`config.mk`:
```
export PLATFORM = sky130hd
export DESIGN_NAME = temperature_to_pwm_fader_flat
export DESIGN_NICKNAME = d
export VERILOG_FILES = /design/src/tpf_pkg.sv /design/src/tpf_channels.sv /design/src/temperature_to_pwm_fader.sv /design/src/flat_wrapper.sv
export SDC_FILE = /design/constraint.sdc
export NUM_CORES = 1
export LEC_CHECK = 0
export BUFFER_PORTS_ARGS = -buffer_cell sky130_fd_sc_hd__buf_2
export CAP_MARGIN = 10
export CELL_PAD_IN_SITES_DETAIL_PLACEMENT = 0
export CELL_PAD_IN_SITES_GLOBAL_PLACEMENT = 2
export CORE_MARGIN = 5
export CORE_UTILIZATION = 28
export CTS_BUF_LIST = sky130_fd_sc_hd__clkbuf_8
export DETAILED_ROUTE_END_ITERATION = 7
export GPL_TIMING_DRIVEN = 0
export PLACE_DENSITY_LB_ADDON = 0.1
export RECOVER_POWER = 100
export SYNTH_ARGS = -nofsm -noshare
export SYNTH_HDL_FRONTEND = slang
export SYNTH_SLANG_ARGS = --single-unit
```
`constraint.sdc`:
```
create_clock -name clock -period 17.8 [get_ports clock]
set_clock_uncertainty 0.05 [all_clocks]
set_input_delay 0 -clock clock [delete_from_list [all_inputs] [get_ports clock]]
set_output_delay 0 -clock clock [all_outputs]
set_load 0.02 [all_outputs]
```
`src/tpf_pkg.sv`:
```
// Shared widths, reset values and register indexes for the temperature PWM fader.
package tpf_pkg;

   localparam int TEMP_W        = 14;
   localparam int PWM_W         = 8;
   localparam int PERIOD_W      = 16;
   localparam int FIELD_SENSORS = 4;
   localparam int MASK_W        = FIELD_SENSORS;
   localparam int PROD_W        = TEMP_W + PWM_W;
   localparam int STEP_W        = 3;

   localparam int CSR_IDX_W  = 3;
   localparam int CSR_DATA_W = 16;

   localparam int NUM_SENSORS_DEF = 4;

   localparam logic [TEMP_W-1:0]   LOW_TEMP_RST  = 14'd800;
   localparam logic [TEMP_W-1:0]   HIGH_TEMP_RST = 14'd2400;
   localparam logic [PWM_W-1:0]    LOW_PWM_RST   = 8'd0;
   localparam logic [PWM_W-1:0]    HIGH_PWM_RST  = 8'd255;
   localparam logic [PERIOD_W-1:0] HEATUP_RST    = 16'd15;
   localparam logic [PERIOD_W-1:0] COOLDOWN_RST  = 16'd60;
   localparam logic [PERIOD_W-1:0] FADING_RST    = 16'd1;

   localparam logic [CSR_IDX_W-1:0] CSR_LOW_TEMP  = 3'd0;
   localparam logic [CSR_IDX_W-1:0] CSR_HIGH_TEMP = 3'd1;
   localparam logic [CSR_IDX_W-1:0] CSR_LOW_PWM   = 3'd2;
   localparam logic [CSR_IDX_W-1:0] CSR_HIGH_PWM  = 3'd3;
   localparam logic [CSR_IDX_W-1:0] CSR_HEATUP    = 3'd4;
   localparam logic [CSR_IDX_W-1:0] CSR_COOLDOWN  = 3'd5;
   localparam logic [CSR_IDX_W-1:0] CSR_FADING    = 3'd6;

endpackage

```
`src/tpf_channels.sv`:
```
// Request and response channel interfaces of the temperature PWM fader.
interface tpf_req_if import tpf_pkg::*; ();
   logic              valid;
   logic              ready;
   logic [TEMP_W-1:0] temp_a;
   logic [TEMP_W-1:0] temp_b;
   logic [TEMP_W-1:0] temp_c;
   logic [TEMP_W-1:0] temp_d;
   logic [MASK_W-1:0] valid_mask;

   modport source (output valid, temp_a, temp_b, temp_c, temp_d, valid_mask, input ready);
   modport sink   (input valid, temp_a, temp_b, temp_c, temp_d, valid_mask, output ready);
endinterface

interface tpf_rsp_if import tpf_pkg::*; ();
   logic             valid;
   logic             ready;
   logic             polled;
   logic [PWM_W-1:0] pwm_out;
   logic             switch_on;
   logic             pwm_changed;
   logic             switch_changed;

   modport source (output valid, polled, pwm_out, switch_on, pwm_changed, switch_changed,
                   input ready);
   modport sink   (input valid, polled, pwm_out, switch_on, pwm_changed, switch_changed,
                   output ready);
endinterface

```
`src/temperature_to_pwm_fader.sv`:
```
// Temperature to PWM fader: periodic poll, max-of-sensors, linear fade with serial mul/div.
//
//   channel   dir   handshake            payload
//   req_bus   in    valid/ready          temp_a..temp_d, valid_mask (one tick per beat)
//   rsp_bus   out   valid/ready          polled, pwm_out, switch_on, pwm_changed,
//                                        switch_changed (one beat per tick)
//   csr_*     in    csr_we               csr_index, csr_wdata (write only)
//
// A tick that does not poll goes from acceptance straight to the result load.
// A polling tick scans S = min(NUM_SENSORS, 4) readings, one reading per cycle, then
// decides; at either end of the range it goes on to the result, and while fading it
// runs an 8-step shift-add multiply and an 8-step restoring divide, one bit per cycle.
// req_bus.ready is high only in the idle state; the result register lets a new tick in
// while the previous result is still waiting on rsp_bus.ready.
// Synchronous active-high reset restores register defaults, countdown 15, PWM 0, switch off.
module temperature_to_pwm_fader import tpf_pkg::*; #(
   parameter int NUM_SENSORS = NUM_SENSORS_DEF
) (
   input  logic                  clock,
   input  logic                  reset,
   tpf_req_if.sink               req_bus,
   tpf_rsp_if.source             rsp_bus,
   input  logic                  csr_we,
   input  logic [CSR_IDX_W-1:0]  csr_index,
   input  logic [CSR_DATA_W-1:0] csr_wdata
);

   // sensors beyond the four carried fields are never looked at
   localparam int SCAN_COUNT = (NUM_SENSORS < FIELD_SENSORS) ? NUM_SENSORS : FIELD_SENSORS;
   localparam logic [STEP_W-1:0] SCAN_LAST = STEP_W'(SCAN_COUNT - 1);
   localparam logic [STEP_W-1:0] BIT_LAST  = STEP_W'(PWM_W - 1);

   typedef enum logic [2:0] {
      ST_IDLE,
      ST_SCAN,
      ST_DECIDE,
      ST_MUL,
      ST_DIV,
      ST_DONE
   } state_type;

   // ---------------- configuration registers ----------------
   logic [TEMP_W-1:0]   low_temp_ff, high_temp_ff;
   logic [PWM_W-1:0]    low_pwm_ff, high_pwm_ff;
   logic [PERIOD_W-1:0] heatup_ff, cooldown_ff, fading_ff;

   always_ff @(posedge clock) begin
      if (reset) begin
         low_temp_ff  <= LOW_TEMP_RST;
         high_temp_ff <= HIGH_TEMP_RST;
         low_pwm_ff   <= LOW_PWM_RST;
         high_pwm_ff  <= HIGH_PWM_RST;
         heatup_ff    <= HEATUP_RST;
         cooldown_ff  <= COOLDOWN_RST;
         fading_ff    <= FADING_RST;
      end else if (csr_we) begin
         unique case (csr_index)
            CSR_LOW_TEMP:  low_temp_ff  <= csr_wdata[TEMP_W-1:0];
            CSR_HIGH_TEMP: high_temp_ff <= csr_wdata[TEMP_W-1:0];
            CSR_LOW_PWM:   low_pwm_ff   <= csr_wdata[PWM_W-1:0];
            CSR_HIGH_PWM:  high_pwm_ff  <= csr_wdata[PWM_W-1:0];
            CSR_HEATUP:    heatup_ff    <= csr_wdata[PERIOD_W-1:0];
            CSR_COOLDOWN:  cooldown_ff  <= csr_wdata[PERIOD_W-1:0];
            CSR_FADING:    fading_ff    <= csr_wdata[PERIOD_W-1:0];
            default: ;
         endcase
      end
   end

   // inverted limits collapse onto the low value
   logic [TEMP_W-1:0] hi_temp;
   logic [PWM_W-1:0]  hi_pwm;
   assign hi_temp = (high_temp_ff < low_temp_ff) ? low_temp_ff : high_temp_ff;
   assign hi_pwm  = (high_pwm_ff < low_pwm_ff) ? low_pwm_ff : high_pwm_ff;

   // ---------------- datapath / control registers ----------------
   state_type           state_ff, state_in;
   logic [STEP_W-1:0]   step_ff, step_in;
   logic [PERIOD_W-1:0] countdown_ff, countdown_in;
   logic [PWM_W-1:0]    held_ff, held_in;
   logic                switch_ff, switch_in;

   logic [TEMP_W-1:0]   temp_ff [FIELD_SENSORS];
   logic [TEMP_W-1:0]   temp_in [FIELD_SENSORS];
   logic [MASK_W-1:0]   mask_ff, mask_in;
   logic [TEMP_W-1:0]   best_ff, best_in;

   logic                poll_ff, poll_in;
   logic [PWM_W-1:0]    next_pwm_ff, next_pwm_in;
   logic [TEMP_W-1:0]   mcand_ff, mcand_in;     // t - low_temp
   logic [PWM_W-1:0]    mplier_ff, mplier_in;   // hi_pwm - low_pwm, consumed msb first
   logic [PROD_W-1:0]   acc_ff, acc_in;
   logic [TEMP_W-1:0]   div_ff, div_in;         // hi_temp - low_temp
   logic [TEMP_W-1:0]   rem_ff, rem_in;
   logic [PWM_W-1:0]    quo_ff, quo_in;

   logic                rsp_valid_ff, rsp_valid_in;
   logic                rsp_polled_ff, rsp_polled_in;
   logic [PWM_W-1:0]    rsp_pwm_ff, rsp_pwm_in;
   logic                rsp_switch_ff, rsp_switch_in;
   logic                rsp_pchg_ff, rsp_pchg_in;
   logic                rsp_schg_ff, rsp_schg_in;

   logic                req_fire;
   logic                rsp_free;
   logic [PROD_W-1:0]   acc_next;
   logic [TEMP_W:0]     trial;
   logic                trial_ge;
   logic [PWM_W-1:0]    quo_next;
   logic                sw_on;

   assign req_fire = req_bus.valid && req_bus.ready;
   assign rsp_free = !rsp_valid_ff || rsp_bus.ready;

   // one multiply step: shift accumulator, add multiplicand on the current multiplier bit
   assign acc_next = {acc_ff[PROD_W-2:0], 1'b0}
                   + (mplier_ff[PWM_W-1] ? PROD_W'(mcand_ff) : PROD_W'(0));
   // one restoring divide step
   assign trial    = {rem_ff, quo_ff[PWM_W-1]};
   assign trial_ge = trial >= {1'b0, div_ff};
   assign quo_next = {quo_ff[PWM_W-2:0], trial_ge};
   assign sw_on    = next_pwm_ff > low_pwm_ff;

   always_comb begin
      state_in      = state_ff;
      step_in       = step_ff;
      countdown_in  = countdown_ff;
      held_in       = held_ff;
      switch_in     = switch_ff;
      temp_in       = temp_ff;
      mask_in       = mask_ff;
      best_in       = best_ff;
      poll_in       = poll_ff;
      next_pwm_in   = next_pwm_ff;
      mcand_in      = mcand_ff;
      mplier_in     = mplier_ff;
      acc_in        = acc_ff;
      div_in        = div_ff;
      rem_in        = rem_ff;
      quo_in        = quo_ff;
      rsp_valid_in  = rsp_valid_ff && !rsp_bus.ready;
      rsp_polled_in = rsp_polled_ff;
      rsp_pwm_in    = rsp_pwm_ff;
      rsp_switch_in = rsp_switch_ff;
      rsp_pchg_in   = rsp_pchg_ff;
      rsp_schg_in   = rsp_schg_ff;

      unique case (state_ff)
         ST_IDLE: begin
            if (req_fire) begin
               temp_in[0] = req_bus.temp_a;
               temp_in[1] = req_bus.temp_b;
               temp_in[2] = req_bus.temp_c;
               temp_in[3] = req_bus.temp_d;
               mask_in    = req_bus.valid_mask;
               best_in    = '0;
               step_in    = '0;
               if (countdown_ff <= PERIOD_W'(1)) begin
                  state_in = ST_SCAN;
               end else begin
                  countdown_in = countdown_ff - PERIOD_W'(1);
                  poll_in      = 1'b0;
                  state_in     = ST_DONE;
               end
            end
         end
         ST_SCAN: begin
            // readings shift down, one compare per cycle
            if (mask_ff[0] && (temp_ff[0] > best_ff)) begin
               best_in = temp_ff[0];
            end
            for (int i = 0; i < FIELD_SENSORS - 1; i++) begin
               temp_in[i] = temp_ff[i+1];
            end
            mask_in = mask_ff >> 1;
            step_in = step_ff + STEP_W'(1);
            if (step_ff == SCAN_LAST) begin
               state_in = ST_DECIDE;
            end
         end
         ST_DECIDE: begin
            poll_in = 1'b1;
            step_in = '0;
            if (best_ff <= low_temp_ff) begin
               next_pwm_in  = low_pwm_ff;
               countdown_in = heatup_ff;
               state_in     = ST_DONE;
            end else if (best_ff >= hi_temp) begin
               next_pwm_in  = hi_pwm;
               countdown_in = cooldown_ff;
               state_in     = ST_DONE;
            end else begin
               mcand_in     = best_ff - low_temp_ff;
               mplier_in    = hi_pwm - low_pwm_ff;
               div_in       = hi_temp - low_temp_ff;
               acc_in       = '0;
               countdown_in = fading_ff;
               state_in     = ST_MUL;
            end
         end
         ST_MUL: begin
            acc_in    = acc_next;
            mplier_in = mplier_ff << 1;
            step_in   = step_ff + STEP_W'(1);
            if (step_ff == BIT_LAST) begin
               // quotient fits in PWM_W bits, so the upper product bits start below the divisor
               rem_in   = acc_next[PROD_W-1:PWM_W];
               quo_in   = acc_next[PWM_W-1:0];
               step_in  = '0;
               state_in = ST_DIV;
            end
         end
         ST_DIV: begin
            rem_in  = trial_ge ? TEMP_W'(trial - {1'b0, div_ff}) : trial[TEMP_W-1:0];
            quo_in  = quo_next;
            step_in = step_ff + STEP_W'(1);
            if (step_ff == BIT_LAST) begin
               next_pwm_in = low_pwm_ff + quo_next;
               state_in    = ST_DONE;
            end
         end
         ST_DONE: begin
            if (rsp_free) begin
               rsp_valid_in  = 1'b1;
               rsp_polled_in = poll_ff;
               rsp_pchg_in   = 1'b0;
               rsp_schg_in   = 1'b0;
               // same PWM leaves the switch alone
               if (poll_ff && (next_pwm_ff != held_ff)) begin
                  held_in     = next_pwm_ff;
                  rsp_pchg_in = 1'b1;
                  if (sw_on != switch_ff) begin
                     switch_in   = sw_on;
                     rsp_schg_in = 1'b1;
                  end
               end
               rsp_pwm_in    = held_in;
               rsp_switch_in = switch_in;
               state_in      = ST_IDLE;
            end
         end
         default: state_in = ST_IDLE;
      endcase
   end

   always_ff @(posedge clock) begin
      if (reset) begin
         state_ff     <= ST_IDLE;
         step_ff      <= '0;
         countdown_ff <= HEATUP_RST;
         held_ff      <= '0;
         switch_ff    <= 1'b0;
         rsp_valid_ff <= 1'b0;
      end else begin
         state_ff     <= state_in;
         step_ff      <= step_in;
         countdown_ff <= countdown_in;
         held_ff      <= held_in;
         switch_ff    <= switch_in;
         rsp_valid_ff <= rsp_valid_in;
      end
      temp_ff       <= temp_in;
      mask_ff       <= mask_in;
      best_ff       <= best_in;
      poll_ff       <= poll_in;
      next_pwm_ff   <= next_pwm_in;
      mcand_ff      <= mcand_in;
      mplier_ff     <= mplier_in;
      acc_ff        <= acc_in;
      div_ff        <= div_in;
      rem_ff        <= rem_in;
      quo_ff        <= quo_in;
      rsp_polled_ff <= rsp_polled_in;
      rsp_pwm_ff    <= rsp_pwm_in;
      rsp_switch_ff <= rsp_switch_in;
      rsp_pchg_ff   <= rsp_pchg_in;
      rsp_schg_ff   <= rsp_schg_in;
   end

   assign req_bus.ready          = (state_ff == ST_IDLE);
   assign rsp_bus.valid          = rsp_valid_ff;
   assign rsp_bus.polled         = rsp_polled_ff;
   assign rsp_bus.pwm_out        = rsp_pwm_ff;
   assign rsp_bus.switch_on      = rsp_switch_ff;
   assign rsp_bus.pwm_changed    = rsp_pchg_ff;
   assign rsp_bus.switch_changed = rsp_schg_ff;

   // ---------------- assertions ----------------
   a_one_tick_at_a_time: assert property (@(posedge clock) disable iff (reset)
      req_fire |=> !req_bus.ready)
      else $error("tick accepted while previous tick still in work");

   a_no_poll_no_change: assert property (@(posedge clock) disable iff (reset)
      (rsp_bus.valid && !rsp_bus.polled) |-> (!rsp_bus.pwm_changed && !rsp_bus.switch_changed))
      else $error("change flag set on a tick that did not poll");

   a_switch_implies_pwm: assert property (@(posedge clock) disable iff (reset)
      (rsp_bus.valid && rsp_bus.switch_changed) |-> rsp_bus.pwm_changed)
      else $error("switch flipped without a PWM update");

   a_div_remainder: assert property (@(posedge clock) disable iff (reset)
      (state_ff == ST_DIV) |-> (rem_ff < div_ff))
      else $error("divide remainder not below divisor");

endmodule

```
`src/flat_wrapper.sv`:
```
// flat-port wrapper written by rule: the top's interface ports become plain ports
module temperature_to_pwm_fader_flat import tpf_pkg::*;
#(
   parameter int NUM_SENSORS = NUM_SENSORS_DEF
)
  (clock, reset, csr_we, csr_index, csr_wdata, req_bus_valid, req_bus_temp_a, req_bus_temp_b, req_bus_temp_c, req_bus_temp_d, req_bus_valid_mask, req_bus_ready, rsp_bus_valid, rsp_bus_polled, rsp_bus_pwm_out, rsp_bus_switch_on, rsp_bus_pwm_changed, rsp_bus_switch_changed, rsp_bus_ready);
  tpf_req_if req_bus_i ();
  tpf_rsp_if rsp_bus_i ();
  input  logic clock;
  input  logic reset;
  input  logic csr_we;
  input  logic [CSR_IDX_W-1:0] csr_index;
  input  logic [CSR_DATA_W-1:0] csr_wdata;
  input wire logic [$bits(req_bus_i.valid)-1:0] req_bus_valid;
  input wire logic [$bits(req_bus_i.temp_a)-1:0] req_bus_temp_a;
  input wire logic [$bits(req_bus_i.temp_b)-1:0] req_bus_temp_b;
  input wire logic [$bits(req_bus_i.temp_c)-1:0] req_bus_temp_c;
  input wire logic [$bits(req_bus_i.temp_d)-1:0] req_bus_temp_d;
  input wire logic [$bits(req_bus_i.valid_mask)-1:0] req_bus_valid_mask;
  output wire logic [$bits(req_bus_i.ready)-1:0] req_bus_ready;
  output wire logic [$bits(rsp_bus_i.valid)-1:0] rsp_bus_valid;
  output wire logic [$bits(rsp_bus_i.polled)-1:0] rsp_bus_polled;
  output wire logic [$bits(rsp_bus_i.pwm_out)-1:0] rsp_bus_pwm_out;
  output wire logic [$bits(rsp_bus_i.switch_on)-1:0] rsp_bus_switch_on;
  output wire logic [$bits(rsp_bus_i.pwm_changed)-1:0] rsp_bus_pwm_changed;
  output wire logic [$bits(rsp_bus_i.switch_changed)-1:0] rsp_bus_switch_changed;
  input wire logic [$bits(rsp_bus_i.ready)-1:0] rsp_bus_ready;
  assign req_bus_i.valid = req_bus_valid;
  assign req_bus_i.temp_a = req_bus_temp_a;
  assign req_bus_i.temp_b = req_bus_temp_b;
  assign req_bus_i.temp_c = req_bus_temp_c;
  assign req_bus_i.temp_d = req_bus_temp_d;
  assign req_bus_i.valid_mask = req_bus_valid_mask;
  assign req_bus_ready = req_bus_i.ready;
  assign rsp_bus_valid = rsp_bus_i.valid;
  assign rsp_bus_polled = rsp_bus_i.polled;
  assign rsp_bus_pwm_out = rsp_bus_i.pwm_out;
  assign rsp_bus_switch_on = rsp_bus_i.switch_on;
  assign rsp_bus_pwm_changed = rsp_bus_i.pwm_changed;
  assign rsp_bus_switch_changed = rsp_bus_i.switch_changed;
  assign rsp_bus_i.ready = rsp_bus_ready;
  temperature_to_pwm_fader #(.NUM_SENSORS(NUM_SENSORS)) u_core (.clock(clock), .reset(reset), .req_bus(req_bus_i), .rsp_bus(rsp_bus_i), .csr_we(csr_we), .csr_index(csr_index), .csr_wdata(csr_wdata));
endmodule
```
* Word-level counts from Yosys, hierarchy flattened
Index checks and enable logic that the tools add are counted.
** Storage, ports and cells
- Bits in registers :: 298
- Input port bits :: 84
- Output and inout bits :: 14
- Word-level logic and storage cells :: 161
** Operators by class
- Add/subtract/negate cells :: 8
- Magnitude comparators :: 8
- Eq/ne operators :: 25
- Mux-type cells :: 52
- Bitwise operators :: 2
- Reductions and logical operators :: 34
** Operators by type and width (count)
- $mux W14 :: 6
- $pmux W42 S2 :: 1
- $mux W16 :: 4
- $mux W8 :: 8
- $mux W56 :: 1
- $pmux W14 S2 :: 2
- $pmux W8 S2 :: 3
- $mux W21 :: 2
- $pmux W21 S2 :: 1
- $sub A14 B14 Y14 :: 3
- $pmux W16 S2 :: 1
- $mux W3 :: 10
- $reduce_and A2 Y1 :: 12
- $add A22 B14 Y22 :: 1
- $eq A3 B3 Y1 const B :: 6
- $pmux W3 S6 :: 1
- $le A16 B1 Y1 const B :: 1
- $sub A16 B1 Y16 const B :: 1
- $eq A3 B2 Y1 const B :: 5
- $ge A15 B14 Y1 :: 1
- $reduce_and A3 Y1 :: 5
- $ge A14 B14 Y1 :: 1
- $gt A14 B14 Y1 :: 1
- $le A14 B14 Y1 :: 1
- other kinds (26) :: 51

* Logic depth before layout (Yosys ltp)
- Depth in word-level cells :: 6
- Mapped depth :: 19
- Gate-level depth less buffers :: 18

* Least setup slack after synthesis
No wires, ideal clock.
- Path kind :: reg-to-reg
- Start point :: register u_core.low_temp_ff[5]
- End point :: register u_core.acc_ff[0], enable pin
- Library setup time :: 0.425 ns
- Arrival :: 5.328 ns
- Data required time :: 17.325 ns
- Slack :: 11.998 ns
- Stages on the path, launching flop included :: 20
- Path buffers :: 3
- Period minus slack after synthesis :: 5.802 ns
- Cells stage by stage :: dfxtp_1 -> inv_1 -> ha_1 -> a2111oi_0 -> nand2_1 -> o21ai_0 -> a21oi_1 -> nor2_1 -> buf_2 -> mux2i_1 -> ha_1 -> a211oi_1 -> nor2_1 -> a211o_1 -> a311o_1 -> buf_2 -> buf_2 -> inv_1 -> nand2_1 -> a21oi_1
** On the way
- Longest elaborated chain between the ends :: 5
- Elaborated cells between the ends (all ways) :: 7
- Those cells by class :: 3 x order compare; 2 x eq/ne; 1 x mux; 1 x reduce/logical
** Ends and longest elaborated chain
- start: declaration :: RTL line temperature_to_pwm_fader.sv:43 : logic [TEMP_W-1:0] low_temp_ff, high_temp_ff;
- start signal: assignment :: RTL line temperature_to_pwm_fader.sv:58 : CSR_LOW_TEMP: low_temp_ff <= csr_wdata[TEMP_W-1:0];
- $lt A14 B14 Y1 :: RTL line temperature_to_pwm_fader.sv:73 : assign hi_temp = (high_temp_ff < low_temp_ff) ? low_temp_ff : high_temp_ff;
- $mux W14 :: RTL line temperature_to_pwm_fader.sv:73
- $ge A14 B14 Y1 :: RTL line temperature_to_pwm_fader.sv:188 : end else if (best_ff >= hi_temp) begin
- $ne A2 B2 Y1 (no source line)
- $reduce_and A3 Y1 (no source line) (*)
- end signal: assignment :: RTL line temperature_to_pwm_fader.sv:269 : acc_ff <= acc_in;
- end: declaration :: RTL line temperature_to_pwm_fader.sv:92 : logic [PROD_W-1:0] acc_ff, acc_in;
Every way passes the cells marked *; elsewhere a longest branch is shown, timed or not.
A chain may end at the register's enable or synchronous reset.

* Worst setup path after layout
- Start point :: register u_core.low_temp_ff[5]
- End point :: register u_core.acc_ff[16], enable pin
The elaborated chain is that of the path after synthesis.

==> results.py <==
metrics = {
    "route": {
        "antenna_left": 0,
        "drt_iter0_drc": 672,
        "drtPass1Iterations": 5,
        "drc": 0,
        "drt_wl_total_um": 53300,
        "wl_per_cell_um": 18.81,
        "via_per_inst": 4.778,
        "num_vias": 13540,
    },
    "critical_path": {
        "end_kind": "register",
        "cp.arrival_ns": 8.02,
        "crit_type": "reg -> reg",
        "worst-endpoint-required_ns": 18.00,
        "crit_path_max_fanout": 16,
        "cp-start-kind": "register",
    },
    "power": {
        "switchingPower_mw": 0.7130,
        "cellLeakagePower_nw": 8.071,
        "p_int_mw": 1.413,
        "ir_drop_mv": 0.05945,
        "cellPowerDensity_nw_per_um2": 103.8,
        "p_comb_frac": 0.275,
        "swShare": 0.3354,
        "p_clk_frac": 0.302,
        "p_seq_frac": 0.422,
    },
    "yosys": {
        "synth_most_common_cell": "nand2_1",
        "synth_top_area_frac": 0.3080,
        "syn_avg_cell_area_sq_um": 9.717,
        "syn_inst": 1746,
        "synth_area_leaders": "edfxtp_1 31%, dfxtp_1 15%, ha_1 9.5%",
        "ys_seq_area_frac": 0.4543,
        "yosys_register_bits": 298,
        "synth_edf_count": 174,
        "yosysWarnings": 0,
        "synth_area_leader_cell": "edfxtp_1",
        "async_reset_ff_frac": 0,
        "netlist_top_cells_count": "252 x nand2_1, 174 x edfxtp_1, 152 x a21oi_1",
        "synth_area_sq_um": 16970,
        "synthFlopType": "edfxtp_1",
        "synthDistinctLibCells": 71,
        "synth_nets": 1965,
    },
    "run": {
        "maxCapViolCount": 3,
    },
    "cts": {
        "root_buffer": "clkbuf_8",
        "cts_buffers": 57,
        "cts_resized": 0,
        "path_clk_slew_ns": 0.06,
        "h-tree-depth": 2,
        "clk_path_buf_depth": 3,
        "cts_sinks": 298,
        "cts_tree": "yes",
        "clock_latency_ns": 0.66,
    },
    "run_status": {
        "violations": "capacitance limit, slew limit",
        "outcome": "complete, but fails checks",
    },
    "placed_design": {
        "dp_hpwl_um": 39910,
        "place_congestion": 0.7896,
        "dpl_cell_area_sq_um": 18530,
        "numPortBuffers": 95,
        "pre_cts_slack_ns": 11.74,
    },
    "die": {
        "core-area_sq_um": 60130,
        "die_w_um": 256.2,
        "initial_core_util": 0.2821,
        "rows": 90,
        "dieArea_sq_um": 65610,
        "die-height_um": 256.2,
        "ioPinCount": 98,
    },
    "global_routing": {
        "track_usage": 0.1569,
        "overflow": 0,
        "grt_max_degree": 47,
        "grt_antenna_before_repair": 1,
        "grt_pass1_vias": 13470,
        "grt_pass1_wl_um": 81030,
    },
    "sta": {
        "fin_tns_setup_ns": 0,
        "fin_crit_ns": 7.817,
        "fmax_ghz": 0.1279,
        "setup-violations-final": 0,
        "min_period_over_period": 0.4392,
        "hold_viol_final": 0,
        "rsz0062_at_grt": "false",
        "worst_slew_pin_slew_ns": 3.186,
        "relSlewSlack": -1.124,
        "worst_slack_ns": 9.983,
        "finalMaxSlewViolations": 56,
    },
    "worst_hold_path": {
        "worstHoldPathType": "in -> reg",
    },
    "finish": {
        "nets": 2226,
        "final_cell_area_sq_um": 20470,
        "area_delta_synth_final_pct": 20.69,
        "fillCellCount": 6326,
        "drive_gt1_frac": 0.09073,
    },
}
kinds of logic (layout without fill, tap and decap cells):
family	Yosys count	in the layout	synth area share
other cells	0	1	0
compound gates	401	401	0.1525
buf+inv	149	453	0.03348
simple gates	604	604	0.1668
flops	298	298	0.4543
fa+ha+maj	135	135	0.1022
xor+xnor	76	76	0.03924
mux	83	83	0.05141
final cells by class:
type	count	area, sq um	share of cell area
timing repair buffer	202	1489	0.07272
antenna	1	2.502	0.0001222
tap	782	978.4	0.04779
buffer	61	232.7	0.01137
clock buffer	61	839.6	0.04100
multi-input combinational	1299	8686	0.4242
inverter	88	330.3	0.01613
clock inverter	41	209.0	0.01021
sequential	298	7707	0.3764
critical path: stages, from the launching register on:
cell and delay, ns:
dfxtp_1 0.36, inv_1 0.14, ha_1 0.33, a2111oi_0 0.39, nand2_1 0.09, o21ai_0 0.21
a21oi_1 0.11, nor2_1 0.63, clkbuf_1 0.66, mux2i_1 0.17, ha_1 0.21, a21o_1 0.17
a31oi_1 0.20, o21ai_0 0.18, a311o_1 0.42, clkbuf_1 0.33, clkbuf_1 0.47, inv_1 0.19
nand2_1 0.12, a21oi_1 1.13, clkbuf_1 0.80
per-layer routing:
layer  wire length, um  part of all wire  global-route usage
met5                 0                 0                   0
met4               947             0.018             0.03463
met3              1857             0.035             0.02486
met2             25230              0.47              0.2642
met1             25270              0.47              0.2136
timing repair:
action / CTS / global route
setup buffers: 0 / 0
hold buffers: 101 / 0
setup endpoints to repair: 0 / 0
hold endpoints to repair: 169 / 0
placed cells by master, fill, tap and decap left out, drive strengths merged, types with 32 or more instances in the layout:
master / instances
nand2: 253
edfxtp: 174
a21oi: 152
clkbuf: 140
ha: 129
dfxtp: 124
nor2: 122
inv: 115
dlygate4sd3: 101
buf: 83
o21ai: 72
mux2i: 50
xnor2: 46
a22o: 45
nand3: 33
nor3: 33
mux2: 33
and2: 32
power by group through the flow:
| stage | clock [mW] | combinational (mW) | sequential (mW) |
|---|---|---|---|
| floorplan | 0 | 0.404 | 0.892 |
| global placement | 0 | 0.577 | 0.911 |
| detailed placement | 0 | 0.589 | 0.910 |
| CTS | 0.669 | 0.608 | 0.896 |
| global route | 0.700 | 0.659 | 0.907 |
| finish | 0.642 | 0.586 | 0.898 |
path summary, 6_finish.rpt:
kind                            slack, ns                   from             endpoint  depth (start not counted)
worst min-delay path                 0.11      req_bus_temp_c[0]   u_core.temp_ff[14]                          3
worst max-delay path                 9.98  u_core.low_temp_ff[5]    u_core.acc_ff[16]                         20
worst max register to register       9.98  u_core.low_temp_ff[5]    u_core.acc_ff[16]                         20
worst min register to register       0.40    u_core.fading_ff[9]  u_core.fading_ff[9]                          2
metrics by stage:
stage / power [mW] / util / cells / hold slack (ns)
after floorplan: 1.295 / - / 1746 / 0.04887
after global placement: 1.488 / 0.3063 / 2623 / 0.1263
after detailed placement: 1.499 / 0.3081 / 2627 / 0.1281
after CTS: 2.174 / 0.3424 / 2830 / 0.03089
after global routing: 2.267 / 0.3405 / 2833 / 0.06576
final: 2.126 / 0.3405 / 2833 / 0.1059
flip-flops by register name, indices dropped and copies added, names as in the netlist, 14 cells and up:
signal and count:
u_core.cooldown_ff 16, u_core.temp_ff 56, u_core.best_ff 14, u_core.high_temp_ff 14, u_core.acc_ff 21, u_core.countdown_ff 16, u_core.div_ff 14, u_core.mcand_ff 14
u_core.rem_ff 14, u_core.fading_ff 16, u_core.heatup_ff 16, u_core.low_temp_ff 14
Note: power is estimated with default switching activity, not from simulation.
